**src/rtl/core/ostq_pkg.sv**
```systemverilog
// Shared types and constants of the one-shot timer queue unit.
// No dependencies.
`timescale 1ns / 1ps
package ostq_pkg;

	localparam int CAPACITY    = 16;
	localparam int MAX_RESULTS = 16;
	localparam int NW          = $clog2(MAX_RESULTS + 1);

	localparam logic [19:0] NS_PER_MS   = 20'd1000000;
	localparam logic [19:0] NS_ROUND_UP = 20'd999999;
	localparam logic [30:0] WAIT_MAX    = 31'h7FFFFFFF;
	localparam logic [31:0] WAIT_NONE   = 32'hFFFFFFFF;
	localparam logic [62:0] TIME_MAX    = 63'h7FFFFFFFFFFFFFFF;
	localparam logic [63:0] DIV_LIMIT   = 64'd2147483648000000;
	localparam logic [45:0] DIV_RECIP   = 46'd36893488147420;

	typedef enum logic [1:0] {
		OP_ADD  = 2'd0,
		OP_REM  = 2'd1,
		OP_QRY  = 2'd2,
		OP_DISP = 2'd3
	} op_t;

	typedef enum logic [1:0] {
		ST_DONE = 2'd0,
		ST_EXP  = 2'd1,
		ST_FULL = 2'd2,
		ST_NONE = 2'd3
	} status_t;

	typedef enum logic [1:0] {
		SC_ID    = 2'd0,
		SC_REM   = 2'd1,
		SC_MIN   = 2'd2,
		SC_SWEEP = 2'd3
	} scan_mode_t;

	typedef enum logic [2:0] {
		RES_FULL  = 3'd0,
		RES_ADD   = 3'd1,
		RES_DONE  = 3'd2,
		RES_MISS  = 3'd3,
		RES_EMPTY = 3'd4,
		RES_WAIT  = 3'd5,
		RES_EXP   = 3'd6
	} res_sel_t;

	typedef struct packed {
		logic       load_in;
		logic       scan_start;
		scan_mode_t scan_mode;
		logic       id_adv;
		logic       add_commit;
		logic       free_sel;
		logic       div_start;
		logic       emit;
		res_sel_t   res_sel;
		logic       res_last;
	} ctl_cmd_t;

	typedef struct packed {
		logic scan_done;
		logic hit;
		logic expired;
		logic full;
		logic div_done;
		logic out_free;
	} ctl_sts_t;

endpackage

```
**src/rtl/core/ostq_if.sv**
```systemverilog
// Request and response channel interfaces of the timer queue unit.
// Depends on nothing but fixed field widths.
`timescale 1ns / 1ps
interface ostq_req_if;
	logic               valid;
	logic               ready;
	logic        [1:0]  cmd;
	logic        [62:0] now_time;
	logic signed [31:0] delay_ms;
	logic        [30:0] target_id;

	modport source (output valid, cmd, now_time, delay_ms, target_id, input ready);
	modport sink (input valid, cmd, now_time, delay_ms, target_id, output ready);
endinterface

interface ostq_rsp_if;
	logic               valid;
	logic               ready;
	logic        [1:0]  status;
	logic        [30:0] timer_id;
	logic signed [31:0] wait_ms;
	logic               last;

	modport source (output valid, status, timer_id, wait_ms, last, input ready);
	modport sink (input valid, status, timer_id, wait_ms, last, output ready);
endinterface

```
**src/rtl/core/one_shot_timer_queue_unit.sv**
```systemverilog
// Top level of the one-shot timer queue unit.
// Depends on ostq_pkg, ostq_if, ostq_ctrl, ostq_dp.
//
// Holds up to CAPACITY one-shot timers in three slot RAMs (deadline, ID,
// insertion rank) that are walked one slot per cycle through their read
// port. One command word is taken at a time. Add: one walk per ID tried
// (one when the next ID is free), then the slot is written. Remove: one walk
// to find the ID and one to renumber ranks. Query: one walk for the earliest
// deadline and a three-step multiply by the reciprocal of one million.
// Dispatch (at most MAX_RESULTS timers): per expired timer one search walk
// and one rank walk, plus a final search walk unless the limit is reached.
// Each response word leaves through an output register and waits there
// until taken.
`timescale 1ns / 1ps
module one_shot_timer_queue_unit #(
	parameter int CAPACITY = ostq_pkg::CAPACITY
) (
	input  logic       clk,
	input  logic       arst_n,
	ostq_req_if.sink   req,
	ostq_rsp_if.source rsp
);
	import ostq_pkg::*;

	ctl_cmd_t cmd_c;
	ctl_sts_t sts;

	ostq_ctrl u_ctrl (
		.clk(clk),
		.arst_n(arst_n),
		.in_valid(req.valid),
		.in_ready(req.ready),
		.op(req.cmd),
		.sts(sts),
		.cmd_c(cmd_c)
	);

	ostq_dp #(.CAP(CAPACITY)) u_dp (
		.clk(clk),
		.arst_n(arst_n),
		.cmd_c(cmd_c),
		.sts(sts),
		.now_time(req.now_time),
		.delay_ms(req.delay_ms),
		.target_id(req.target_id),
		.rsp_valid(rsp.valid),
		.rsp_ready(rsp.ready),
		.status(rsp.status),
		.timer_id(rsp.timer_id),
		.wait_ms(rsp.wait_ms),
		.last(rsp.last)
	);
endmodule

```
**src/rtl/core/ostq_ram.sv**
```systemverilog
// Generic single-write, single-read RAM with registered read data.
// No dependencies.
`timescale 1ns / 1ps
module ostq_ram #(
	parameter int WIDTH = 8,
	parameter int DEPTH = 16
) (
	input  logic                                    clk,
	input  logic                                    we,
	input  logic [(DEPTH > 1 ? $clog2(DEPTH) : 1)-1:0] waddr,
	input  logic [WIDTH-1:0]                        wdata,
	input  logic [(DEPTH > 1 ? $clog2(DEPTH) : 1)-1:0] raddr,
	output logic [WIDTH-1:0]                        rdata
);
	logic [WIDTH-1:0] mem [DEPTH];

	always_ff @(posedge clk) begin
		if (we) begin
			mem[waddr] <= wdata;
		end
		rdata <= mem[raddr];
	end
endmodule

```
**src/rtl/core/ostq_dp.sv**
```systemverilog
// Datapath of the timer queue: slot RAMs, valid bits, scan engine,
// deadline arithmetic, ceiling divider and response register. Uses ostq_pkg, ostq_ram.
`timescale 1ns / 1ps
module ostq_dp #(
	parameter int CAP = 16
) (
	input  logic               clk,
	input  logic               arst_n,
	input  ostq_pkg::ctl_cmd_t cmd_c,
	output ostq_pkg::ctl_sts_t sts,
	input  logic        [62:0] now_time,
	input  logic signed [31:0] delay_ms,
	input  logic        [30:0] target_id,
	output logic               rsp_valid,
	input  logic               rsp_ready,
	output logic        [1:0]  status,
	output logic        [30:0] timer_id,
	output logic signed [31:0] wait_ms,
	output logic               last
);
	import ostq_pkg::*;

	localparam int IW = (CAP > 1) ? $clog2(CAP) : 1;
	localparam int CW = $clog2(CAP + 1);

	logic [62:0]    now_q;
	logic [31:0]    delay_q;
	logic [30:0]    target_q;
	logic [30:0]    delay_pos;
	logic [50:0]    prod_s1;
	logic [63:0]    sum;
	logic [62:0]    dl_s2;

	logic [CAP-1:0] valid_q;
	logic [CW-1:0]  count_q;
	logic [30:0]    next_id_q;
	logic [30:0]    added_id_q;
	logic [30:0]    pend_id_q;

	logic           issuing_q;
	logic [IW-1:0]  addr_q;
	logic           live_s1;
	logic           last_s1;
	logic           vld_s1;
	logic [IW-1:0]  idx_s1;
	logic           done_q;
	scan_mode_t     mode_q;

	logic           hit_q;
	logic [IW-1:0]  sel_slot_q;
	logic [IW-1:0]  sel_rank_q;
	logic [62:0]    sel_dl_q;
	logic [30:0]    sel_id_q;
	logic           free_ok_q;
	logic [IW-1:0]  free_slot_q;
	logic [IW-1:0]  sw_rank_q;

	logic [62:0]    dl_rd;
	logic [30:0]    id_rd;
	logic [IW-1:0]  rk_rd;
	logic           sw_we;
	logic           rk_we;
	logic [IW-1:0]  rk_waddr;
	logic [IW-1:0]  rk_wdata;
	logic           better;

	logic           div_chk_q;
	logic           div_run_q;
	logic           div_done_q;
	logic           le_q;
	logic [63:0]    rem_q;
	logic [44:0]    mul_src_q;
	logic [90:0]    acc_q;
	logic [1:0]     cnt_q;
	logic [31:0]    wait_q;
	logic [60:0]    part;
	logic [90:0]    acc_nx;

	logic           out_free;

	// deadline: now + delay * 1e6, saturated
	assign delay_pos = delay_q[31] ? '0 : delay_q[30:0];
	assign sum       = {1'b0, now_q} + {13'd0, prod_s1};

	always_ff @(posedge clk) begin
		if (cmd_c.load_in) begin
			now_q    <= now_time;
			delay_q  <= delay_ms;
			target_q <= target_id;
		end
		prod_s1 <= delay_pos * NS_PER_MS;
		dl_s2   <= sum[63] ? TIME_MAX : sum[62:0];
	end

	// slot stores
	assign sw_we    = live_s1 && (mode_q == SC_SWEEP) && vld_s1 && (rk_rd > sw_rank_q);
	assign rk_we    = cmd_c.add_commit || sw_we;
	assign rk_waddr = cmd_c.add_commit ? free_slot_q : idx_s1;
	assign rk_wdata = cmd_c.add_commit ? count_q[IW-1:0] : rk_rd - 1'b1;

	ostq_ram #(.WIDTH(63), .DEPTH(CAP)) u_dl_ram (
		.clk(clk), .we(cmd_c.add_commit), .waddr(free_slot_q), .wdata(dl_s2),
		.raddr(addr_q), .rdata(dl_rd)
	);

	ostq_ram #(.WIDTH(31), .DEPTH(CAP)) u_id_ram (
		.clk(clk), .we(cmd_c.add_commit), .waddr(free_slot_q), .wdata(next_id_q),
		.raddr(addr_q), .rdata(id_rd)
	);

	ostq_ram #(.WIDTH(IW), .DEPTH(CAP)) u_rk_ram (
		.clk(clk), .we(rk_we), .waddr(rk_waddr), .wdata(rk_wdata),
		.raddr(addr_q), .rdata(rk_rd)
	);

	always_ff @(posedge clk or negedge arst_n) begin
		if (!arst_n) begin
			valid_q   <= '0;
			count_q   <= '0;
			next_id_q <= '0;
		end else begin
			if (cmd_c.add_commit) begin
				valid_q[free_slot_q] <= 1'b1;
				count_q              <= count_q + 1'b1;
				next_id_q            <= next_id_q + 1'b1;
			end else if (cmd_c.id_adv) begin
				next_id_q <= next_id_q + 1'b1;
			end else if (cmd_c.free_sel) begin
				valid_q[sel_slot_q] <= 1'b0;
				count_q             <= count_q - 1'b1;
			end
		end
	end

	always_ff @(posedge clk) begin
		if (cmd_c.add_commit) begin
			added_id_q <= next_id_q;
		end
		if (cmd_c.free_sel) begin
			pend_id_q <= sel_id_q;
			sw_rank_q <= sel_rank_q;
		end
	end

	// scan engine: one slot per cycle through the read ports
	always_ff @(posedge clk or negedge arst_n) begin
		if (!arst_n) begin
			issuing_q <= 1'b0;
			addr_q    <= '0;
			live_s1   <= 1'b0;
			last_s1   <= 1'b0;
			done_q    <= 1'b0;
			mode_q    <= SC_ID;
		end else begin
			live_s1 <= issuing_q;
			last_s1 <= issuing_q && (addr_q == IW'(CAP - 1));
			done_q  <= live_s1 && last_s1;
			if (cmd_c.scan_start) begin
				issuing_q <= 1'b1;
				addr_q    <= '0;
				mode_q    <= cmd_c.scan_mode;
			end else if (issuing_q) begin
				if (addr_q == IW'(CAP - 1)) begin
					issuing_q <= 1'b0;
				end else begin
					addr_q <= addr_q + 1'b1;
				end
			end
		end
	end

	always_ff @(posedge clk) begin
		vld_s1 <= valid_q[addr_q];
		idx_s1 <= addr_q;
	end

	assign better = !hit_q || (dl_rd < sel_dl_q) || ((dl_rd == sel_dl_q) && (rk_rd < sel_rank_q));

	always_ff @(posedge clk or negedge arst_n) begin
		if (!arst_n) begin
			hit_q     <= 1'b0;
			free_ok_q <= 1'b0;
		end else if (cmd_c.scan_start) begin
			hit_q     <= 1'b0;
			free_ok_q <= 1'b0;
		end else if (live_s1) begin
			case (mode_q)
				SC_ID: begin
					if (vld_s1 && (id_rd == next_id_q)) begin
						hit_q <= 1'b1;
					end
					if (!vld_s1 && !free_ok_q) begin
						free_ok_q <= 1'b1;
					end
				end
				SC_REM: begin
					if (vld_s1 && !hit_q && (id_rd == target_q)) begin
						hit_q <= 1'b1;
					end
				end
				SC_MIN: begin
					if (vld_s1 && better) begin
						hit_q <= 1'b1;
					end
				end
				default: begin
				end
			endcase
		end
	end

	always_ff @(posedge clk) begin
		if (live_s1) begin
			if ((mode_q == SC_ID) && !vld_s1 && !free_ok_q) begin
				free_slot_q <= idx_s1;
			end
			if (((mode_q == SC_REM) && vld_s1 && !hit_q && (id_rd == target_q)) ||
			    ((mode_q == SC_MIN) && vld_s1 && better)) begin
				sel_slot_q <= idx_s1;
				sel_rank_q <= rk_rd;
				sel_dl_q   <= dl_rd;
				sel_id_q   <= id_rd;
			end
		end
	end

	// ceiling divide by 1e6: drop six low bits, then multiply by the
	// reciprocal of 15625 in three 15-bit slices, high slice first
	assign part   = mul_src_q[44:30] * DIV_RECIP;
	assign acc_nx = {acc_q[75:0], 15'd0} + {30'd0, part};

	always_ff @(posedge clk or negedge arst_n) begin
		if (!arst_n) begin
			div_chk_q  <= 1'b0;
			div_run_q  <= 1'b0;
			div_done_q <= 1'b0;
		end else begin
			div_done_q <= (div_chk_q && (le_q || (rem_q >= DIV_LIMIT))) ||
			              (div_run_q && (cnt_q == '0));
			if (cmd_c.div_start) begin
				div_chk_q <= 1'b1;
			end else if (div_chk_q) begin
				div_chk_q <= 1'b0;
				if (!le_q && (rem_q < DIV_LIMIT)) begin
					div_run_q <= 1'b1;
				end
			end else if (div_run_q && (cnt_q == '0)) begin
				div_run_q <= 1'b0;
			end
		end
	end

	always_ff @(posedge clk) begin
		if (cmd_c.div_start) begin
			rem_q <= {1'b0, sel_dl_q} - {1'b0, now_q} + {44'd0, NS_ROUND_UP};
			le_q  <= sel_dl_q <= now_q;
		end else if (div_chk_q) begin
			cnt_q     <= 2'd2;
			mul_src_q <= rem_q[50:6];
			acc_q     <= '0;
			if (le_q) begin
				wait_q <= '0;
			end else begin
				wait_q <= {1'b0, WAIT_MAX};
			end
		end else if (div_run_q) begin
			mul_src_q <= {mul_src_q[29:0], 15'd0};
			acc_q     <= acc_nx;
			cnt_q     <= cnt_q - 1'b1;
			if (cnt_q == '0) begin
				wait_q <= {1'b0, acc_nx[89:59]};
			end
		end
	end

	// response register
	assign out_free = !rsp_valid || rsp_ready;

	always_ff @(posedge clk or negedge arst_n) begin
		if (!arst_n) begin
			rsp_valid <= 1'b0;
		end else if (cmd_c.emit) begin
			rsp_valid <= 1'b1;
		end else if (rsp_ready) begin
			rsp_valid <= 1'b0;
		end
	end

	always_ff @(posedge clk) begin
		if (cmd_c.emit) begin
			last <= cmd_c.res_last;
			case (cmd_c.res_sel)
				RES_FULL: begin
					status   <= ST_FULL;
					timer_id <= '0;
					wait_ms  <= '0;
				end
				RES_ADD: begin
					status   <= ST_DONE;
					timer_id <= added_id_q;
					wait_ms  <= '0;
				end
				RES_DONE: begin
					status   <= ST_DONE;
					timer_id <= '0;
					wait_ms  <= '0;
				end
				RES_MISS: begin
					status   <= ST_NONE;
					timer_id <= '0;
					wait_ms  <= '0;
				end
				RES_EMPTY: begin
					status   <= ST_NONE;
					timer_id <= '0;
					wait_ms  <= WAIT_NONE;
				end
				RES_WAIT: begin
					status   <= ST_DONE;
					timer_id <= '0;
					wait_ms  <= wait_q;
				end
				RES_EXP: begin
					status   <= ST_EXP;
					timer_id <= pend_id_q;
					wait_ms  <= '0;
				end
				default: begin
					status   <= ST_NONE;
					timer_id <= '0;
					wait_ms  <= '0;
				end
			endcase
		end
	end

	assign sts.scan_done = done_q;
	assign sts.hit       = hit_q;
	assign sts.expired   = hit_q && (sel_dl_q <= now_q);
	assign sts.full      = count_q == CW'(CAP);
	assign sts.div_done  = div_done_q;
	assign sts.out_free  = out_free;
endmodule

```
**src/rtl/core/ostq_ctrl.sv**
```systemverilog
// Command sequencer of the timer queue: accepts a word, drives the
// datapath scans and the response emission. Uses ostq_pkg.
`timescale 1ns / 1ps
module ostq_ctrl (
	input  logic               clk,
	input  logic               arst_n,
	input  logic               in_valid,
	output logic               in_ready,
	input  logic [1:0]         op,
	input  ostq_pkg::ctl_sts_t sts,
	output ostq_pkg::ctl_cmd_t cmd_c
);
	import ostq_pkg::*;

	typedef enum logic [6:0] {
		S_IDLE    = 7'b0000001,
		S_IDSCAN  = 7'b0000010,
		S_REMSCAN = 7'b0000100,
		S_MINSCAN = 7'b0001000,
		S_SWEEP   = 7'b0010000,
		S_DIV     = 7'b0100000,
		S_EMIT    = 7'b1000000
	} state_t;

	state_t          state_q, state_d;
	logic [1:0]      op_q;
	res_sel_t        res_q, res_d;
	logic            last_q, last_d;
	logic            take_q, take_d;
	logic [NW-1:0]   n_q, n_d;
	logic            accept;

	assign in_ready = state_q == S_IDLE;
	assign accept   = in_valid && in_ready;

	always_comb begin
		state_d = state_q;
		res_d   = res_q;
		last_d  = last_q;
		take_d  = take_q;
		n_d     = n_q;
		cmd_c   = '0;
		case (state_q)
			S_IDLE: begin
				if (accept) begin
					cmd_c.load_in = 1'b1;
					n_d           = '0;
					take_d        = 1'b0;
					case (op)
						OP_ADD: begin
							if (sts.full) begin
								res_d   = RES_FULL;
								last_d  = 1'b1;
								state_d = S_EMIT;
							end else begin
								cmd_c.scan_start = 1'b1;
								cmd_c.scan_mode  = SC_ID;
								state_d          = S_IDSCAN;
							end
						end
						OP_REM: begin
							cmd_c.scan_start = 1'b1;
							cmd_c.scan_mode  = SC_REM;
							state_d          = S_REMSCAN;
						end
						default: begin
							cmd_c.scan_start = 1'b1;
							cmd_c.scan_mode  = SC_MIN;
							state_d          = S_MINSCAN;
						end
					endcase
				end
			end
			S_IDSCAN: begin
				if (sts.scan_done) begin
					if (sts.hit) begin
						cmd_c.id_adv     = 1'b1;
						cmd_c.scan_start = 1'b1;
						cmd_c.scan_mode  = SC_ID;
					end else begin
						cmd_c.add_commit = 1'b1;
						res_d            = RES_ADD;
						last_d           = 1'b1;
						state_d          = S_EMIT;
					end
				end
			end
			S_REMSCAN: begin
				if (sts.scan_done) begin
					if (sts.hit) begin
						cmd_c.free_sel   = 1'b1;
						cmd_c.scan_start = 1'b1;
						cmd_c.scan_mode  = SC_SWEEP;
						state_d          = S_SWEEP;
					end else begin
						res_d   = RES_MISS;
						last_d  = 1'b1;
						state_d = S_EMIT;
					end
				end
			end
			S_SWEEP: begin
				if (sts.scan_done) begin
					if (op_q == OP_REM) begin
						res_d   = RES_DONE;
						last_d  = 1'b1;
						state_d = S_EMIT;
					end else if (n_q == NW'(MAX_RESULTS)) begin
						res_d   = RES_EXP;
						last_d  = 1'b1;
						state_d = S_EMIT;
					end else begin
						cmd_c.scan_start = 1'b1;
						cmd_c.scan_mode  = SC_MIN;
						state_d          = S_MINSCAN;
					end
				end
			end
			S_MINSCAN: begin
				if (sts.scan_done) begin
					if (op_q == OP_QRY) begin
						if (sts.hit) begin
							cmd_c.div_start = 1'b1;
							state_d         = S_DIV;
						end else begin
							res_d   = RES_EMPTY;
							last_d  = 1'b1;
							state_d = S_EMIT;
						end
					end else if (sts.expired) begin
						if (n_q != '0) begin
							res_d   = RES_EXP;
							last_d  = 1'b0;
							take_d  = 1'b1;
							state_d = S_EMIT;
						end else begin
							cmd_c.free_sel   = 1'b1;
							cmd_c.scan_start = 1'b1;
							cmd_c.scan_mode  = SC_SWEEP;
							n_d              = n_q + 1'b1;
							state_d          = S_SWEEP;
						end
					end else begin
						res_d   = (n_q != '0) ? RES_EXP : RES_MISS;
						last_d  = 1'b1;
						state_d = S_EMIT;
					end
				end
			end
			S_DIV: begin
				if (sts.div_done) begin
					res_d   = RES_WAIT;
					last_d  = 1'b1;
					state_d = S_EMIT;
				end
			end
			S_EMIT: begin
				if (sts.out_free) begin
					cmd_c.emit     = 1'b1;
					cmd_c.res_sel  = res_q;
					cmd_c.res_last = last_q;
					if (take_q) begin
						cmd_c.free_sel   = 1'b1;
						cmd_c.scan_start = 1'b1;
						cmd_c.scan_mode  = SC_SWEEP;
						n_d              = n_q + 1'b1;
						take_d           = 1'b0;
						state_d          = S_SWEEP;
					end else begin
						state_d = S_IDLE;
					end
				end
			end
			default: state_d = S_IDLE;
		endcase
	end

	always_ff @(posedge clk or negedge arst_n) begin
		if (!arst_n) begin
			state_q <= S_IDLE;
			op_q    <= OP_ADD;
			res_q   <= RES_DONE;
			last_q  <= 1'b0;
			take_q  <= 1'b0;
			n_q     <= '0;
		end else begin
			state_q <= state_d;
			res_q   <= res_d;
			last_q  <= last_d;
			take_q  <= take_d;
			n_q     <= n_d;
			if (accept) begin
				op_q <= op;
			end
		end
	end
endmodule

```
**src/flat_wrapper.sv**
```systemverilog
// flat-port wrapper written by rule: the top's interface ports become plain ports
module one_shot_timer_queue_unit_flat import ostq_pkg::*;
#(
	parameter int CAPACITY = ostq_pkg::CAPACITY
)
  (clk, arst_n, req_valid, req_cmd, req_now_time, req_delay_ms, req_target_id, req_ready, rsp_valid, rsp_status, rsp_timer_id, rsp_wait_ms, rsp_last, rsp_ready);
  ostq_req_if req_i ();
  ostq_rsp_if rsp_i ();
  input  logic clk;
  input  logic arst_n;
  input wire logic [$bits(req_i.valid)-1:0] req_valid;
  input wire logic [$bits(req_i.cmd)-1:0] req_cmd;
  input wire logic [$bits(req_i.now_time)-1:0] req_now_time;
  input wire logic [$bits(req_i.delay_ms)-1:0] req_delay_ms;
  input wire logic [$bits(req_i.target_id)-1:0] req_target_id;
  output wire logic [$bits(req_i.ready)-1:0] req_ready;
  output wire logic [$bits(rsp_i.valid)-1:0] rsp_valid;
  output wire logic [$bits(rsp_i.status)-1:0] rsp_status;
  output wire logic [$bits(rsp_i.timer_id)-1:0] rsp_timer_id;
  output wire logic [$bits(rsp_i.wait_ms)-1:0] rsp_wait_ms;
  output wire logic [$bits(rsp_i.last)-1:0] rsp_last;
  input wire logic [$bits(rsp_i.ready)-1:0] rsp_ready;
  assign req_i.valid = req_valid;
  assign req_i.cmd = req_cmd;
  assign req_i.now_time = req_now_time;
  assign req_i.delay_ms = req_delay_ms;
  assign req_i.target_id = req_target_id;
  assign req_ready = req_i.ready;
  assign rsp_valid = rsp_i.valid;
  assign rsp_status = rsp_i.status;
  assign rsp_timer_id = rsp_i.timer_id;
  assign rsp_wait_ms = rsp_i.wait_ms;
  assign rsp_last = rsp_i.last;
  assign rsp_i.ready = rsp_ready;
  one_shot_timer_queue_unit #(.CAPACITY(CAPACITY)) u_core (.clk(clk), .arst_n(arst_n), .req(req_i), .rsp(rsp_i));
endmodule
```
**config.mk**
```make
export PLATFORM = sky130hd
export DESIGN_NAME = one_shot_timer_queue_unit_flat
export DESIGN_NICKNAME = d
export VERILOG_FILES = /design/src/rtl/core/ostq_pkg.sv /design/src/rtl/core/ostq_if.sv /design/src/rtl/core/one_shot_timer_queue_unit.sv /design/src/rtl/core/ostq_ram.sv /design/src/rtl/core/ostq_dp.sv /design/src/rtl/core/ostq_ctrl.sv /design/src/flat_wrapper.sv
export SDC_FILE = /design/constraint.sdc
export NUM_CORES = 2
export LEC_CHECK = 0
export BUFFER_PORTS_ARGS = -buffer_cell sky130_fd_sc_hd__buf_2
export CAP_MARGIN = 20
export CORE_MARGIN = 5
export CORE_UTILIZATION = 55
export CTS_CLUSTER_DIAMETER = 100
export DETAILED_ROUTE_END_ITERATION = 10
export GPL_ROUTABILITY_DRIVEN = 0
export MAX_ROUTING_LAYER = met4
export PLACE_DENSITY = 0.71
export SLEW_MARGIN = 20
export SYNTH_ARGS = -nofsm -noshare
export SYNTH_HDL_FRONTEND = slang
export SYNTH_SLANG_ARGS = --single-unit
```
**constraint.sdc**
```tcl
create_clock -name clk -period 11.6 [get_ports clk]
set_input_delay 2.9 -clock clk [delete_from_list [all_inputs] [get_ports clk]]
set_output_delay 2.9 -clock clk [all_outputs]
set_load 0.1 [all_outputs]
```
==> flow_metrics.env <==
export IMPL_run_status="finished clean"
export IMPL_synth_top_cell_by_area="edfxtp_1"
export IMPL_fp_dieArea_um2=223000
export IMPL_synth_xor_area_share_pct=2.40
export IMPL_drt_iter0_drc=7624
export IMPL_clkSinkCount=2440
export IMPL_synth_top_area_share_pct=54.8
export IMPL_hold_buffers=0
export IMPL_row_count=169
export IMPL_synth_ff_type="edfxtp_1"
export IMPL_synth_mux_area_share_pct=9.89
export IMPL_power_mw=36.1
export IMPL_power_leakage_nw=49.9
export IMPL_drcViolationCount=0
export IMPL_stdcell_count=10900
export IMPL_worstPathMaxFanout=13
export IMPL_worstPathArrival_ns=10.38
export IMPL_overflow=0
export IMPL_synthAdderAreaFrac_pct=13.2
export IMPL_r2r_setup_slack_ns=1.83
export IMPL_die_h_um=472
export IMPL_timing_final_crit_period_ns=9.77
export IMPL_hold_violations=0
export IMPL_netlist_area_um2=117000
export IMPL_synth_nets=8677
export IMPL_syn_inst=7525
export IMPL_ir_drop_mv=0.535
export IMPL_cts_path_max_buffers=3
export IMPL_yosysUniqueCellTypes=98
export IMPL_timing_slew_headroom_pct=26.2
export IMPL_detail_route_wirelength_um=294000
export IMPL_grt_max_degree=147
export IMPL_r2r_start="u_core.u_dp.mul_src_q[43]$_DFFE_PP_"
export IMPL_avgRoutedWirePerCell_um=27.0
export IMPL_port_buffers=199
export IMPL_dp_cells=10400
export IMPL_nNetsFinal=8983
export IMPL_cts_tree="yes"
export IMPL_synth_async_reset_ratio_pct=3.57
export IMPL_fin_crit_sh_pct=84.2
export IMPL_die_w_um=472
export IMPL_path_class="reg -> reg"
export IMPL_clock_latency_ns=0.89
export IMPL_globalRouteTotalUtil_pct=27.3
export IMPL_start_util_pct=55.3
export IMPL_final_cell_mix="edfxtp_1 (2,142), inv_1 (699), ha_1 (649)"
export IMPL_endpoint="u_core.u_dp.wait_q[8]$_DFFE_PP_"
export IMPL_startpoint_type="register"
export IMPL_setup_viol=0
export IMPL_cts_buffers=238
export IMPL_synth_simple_area_share_pct=5.13
export IMPL_rsz0062_at_grt="no"
export IMPL_ant_nets=0
export IMPL_clkTransAtPathRegs_ns=0.07
export IMPL_tns_ns=0
export IMPL_vias_per_cell=6.21
export IMPL_fin_worst_skew_ns=0.108
export IMPL_rr_endpoint="u_core.u_dp.wait_q[8]$_DFFE_PP_"
export IMPL_ys_top_cells_by_area="edfxtp_1 (55%), mux4_2 (9.5%), ha_1 (6.9%)"
export IMPL_synth_edff_count=2142
export IMPL_drive_gt1_share_pct=16.1
export IMPL_worst_hold_slack_ns=0.390
export IMPL_synth_compound_area_share_pct=6.17
export IMPL_vias=67500
export IMPL_hold_path_class="reg -> reg"
export IMPL_syn_area_per_cell_um2=15.6
export IMPL_drv_cap=0
export IMPL_max_clock_freq_mhz=102
export IMPL_coreArea_um2=212000
export IMPL_firstDrtPassIters=6
export IMPL_worst_pin_slew_ns=1.10
export IMPL_rr_worst_depth=30
export IMPL_slew_violations=0
export IMPL_critPathSlowestCell="a21oi_1"
export IMPL_grt_pass1_wl_um=442000
export IMPL_root_buffer="clkbuf_16"
export IMPL_yosysWarnings=0
export IMPL_ys_seq_area_share_pct=60.2
export IMPL_cts_resized=0
export IMPL_antenna_found_initial=14
export IMPL_mostFrequentLayoutCell="edfxtp_1"
export IMPL_power_density_nw_per_um2=276
export IMPL_slowest_delay_ns=0.87
export IMPL_critPathMostFrequentCell="fa_1"
export IMPL_synth_top_family_by_area="adder cells"
export IMPL_dp_hpwl_um=190000
export IMPL_grt_pass1_vias=68700
export IMPL_area_delta_synth_final_pct=11.3
export IMPL_h_tree_depth=4
export IMPL_crit_path_end_kind="register"
export IMPL_nFillCells=15300
export IMPL_cts_setup_buffers=0
export IMPL_ys_seq_elements=2440
export IMPL_worstPathRequired_ns=12.21
export IMPL_startpoint="u_core.u_dp.mul_src_q[43]$_DFFE_PP_"
export IMPL_io_pins=200
## worst min path at each step
stage,from,endpoint,slack [ns],cells after the start
floorplan,u_core.u_dp.addr_q[3]$_DFFE_PN0P_,u_core.u_dp.idx_s1[3]$_DFF_P_,0.37,0
global placement,u_core.u_dp.sel_id_q[8]$_DFFE_PP_,u_core.u_dp.pend_id_q[8]$_DFFE_PP_,0.40,0
detailed placement,u_core.u_dp.sel_id_q[13]$_DFFE_PP_,u_core.u_dp.pend_id_q[13]$_DFFE_PP_,0.40,0
CTS,u_core.u_dp.u_dl_ram.rdata[12]$_DFF_P_,u_core.u_dp.sel_dl_q[12]$_DFFE_PP_,0.39,0
global route,u_core.u_dp.u_dl_ram.rdata[12]$_DFF_P_,u_core.u_dp.sel_dl_q[12]$_DFFE_PP_,0.40,0
finish,u_core.u_dp.u_dl_ram.rdata[10]$_DFF_P_,u_core.u_dp.sel_dl_q[10]$_DFFE_PP_,0.39,0
## critical path, delay by kind of cell, from the launching register on
family | cells | cell delay [ns]
buffers and inverters | 4 | 0.36
and+or+nand+nor | 7 | 0.99
DFF | 1 | 0.52
xor gates and xnor gates | 1 | 0.15
adders and majority gates | 8 | 3.96
AOI/OAI and AO/OA | 10 | 3.59
## metrics by stage
step	utilization, %	area, um^2	worst slack [ns]
floorplan	-	117000	1.51
global placement	57.5	122000	2.09
detailed placement	57.5	122000	1.84
CTS	61.5	131000	1.90
global route	61.5	131000	1.28
finish	61.5	131000	1.83
## Yosys cell counts, types with 34 or more instances
| cell | number |
|---|---|
| nand3_1 | 96 |
| and2_1 | 44 |
| a21o_1 | 192 |
| o21bai_1 | 65 |
| mux4_2 | 495 |
| nor2_1 | 303 |
| a21oi_1 | 296 |
| edfxtp_1 | 2142 |
| dfrtp_1 | 85 |
| xor2_1 | 115 |
| and3_1 | 53 |
| inv_1 | 700 |
| nand2_1 | 261 |
| nor4_1 | 35 |
| fa_1 | 371 |
| dfxtp_1 | 211 |
| o21ai_0 | 177 |
| buf_1 | 34 |
| a31oi_1 | 51 |
| nand2b_1 | 78 |
| mux2_2 | 39 |
| o21a_1 | 46 |
| clkbuf_1 | 163 |
| ha_1 | 649 |
| nand4_1 | 73 |
| nor2b_1 | 86 |
| xnor2_1 | 207 |
| nor3_1 | 73 |
## state kept, by name, indices dropped and copies added (netlist names), 63 cells and up
name / cells
u_core.u_dp.u_dl_ram.mem: 1008
u_core.u_dp.u_id_ram.mem: 496
u_core.u_dp.acc_q: 73
u_core.u_dp.u_rk_ram.mem: 64
u_core.u_dp.dl_s2: 63
u_core.u_dp.now_q: 63
u_core.u_dp.sel_dl_q: 63
u_core.u_dp.u_dl_ram.rdata: 63
## report_power, final
group | switching (mW) | internal (mW)
Sequential | 1.04 | 11.3
Combinational | 9.07 | 6.53
Clock | 3.43 | 4.78
## kinds of logic after synthesis
logic type      count (synthesis)
compound gates               1095
xor+xnor                      322
fa+ha+maj                    1020
buf+inv                       911
flops                        2440
mux                           537
simple gates                 1200
## per-layer routing
layer  GRT usage, %  wire (um)  vias to the layer above
met3           4.69      26200                      556
met1           37.3     118000                    34500
met4           9.34      11500                        0
met2           42.2     139000                     3398
met5              -          0                        -
li1               -          -                    29000
## final cells by class
class	instances	area, um^2	share of cell area (%)
clock inverter	156	2080	1.59
tap	2821	3530	2.70
clock buffer	299	6410	4.90
antenna	16	40.0	0.0306
timing repair buffer	275	1730	1.32
inverter	702	2640	2.02
multi-input combinational	4174	43500	33.3
sequential	2440	70700	54.2
(Power assumes the default switching activity.)
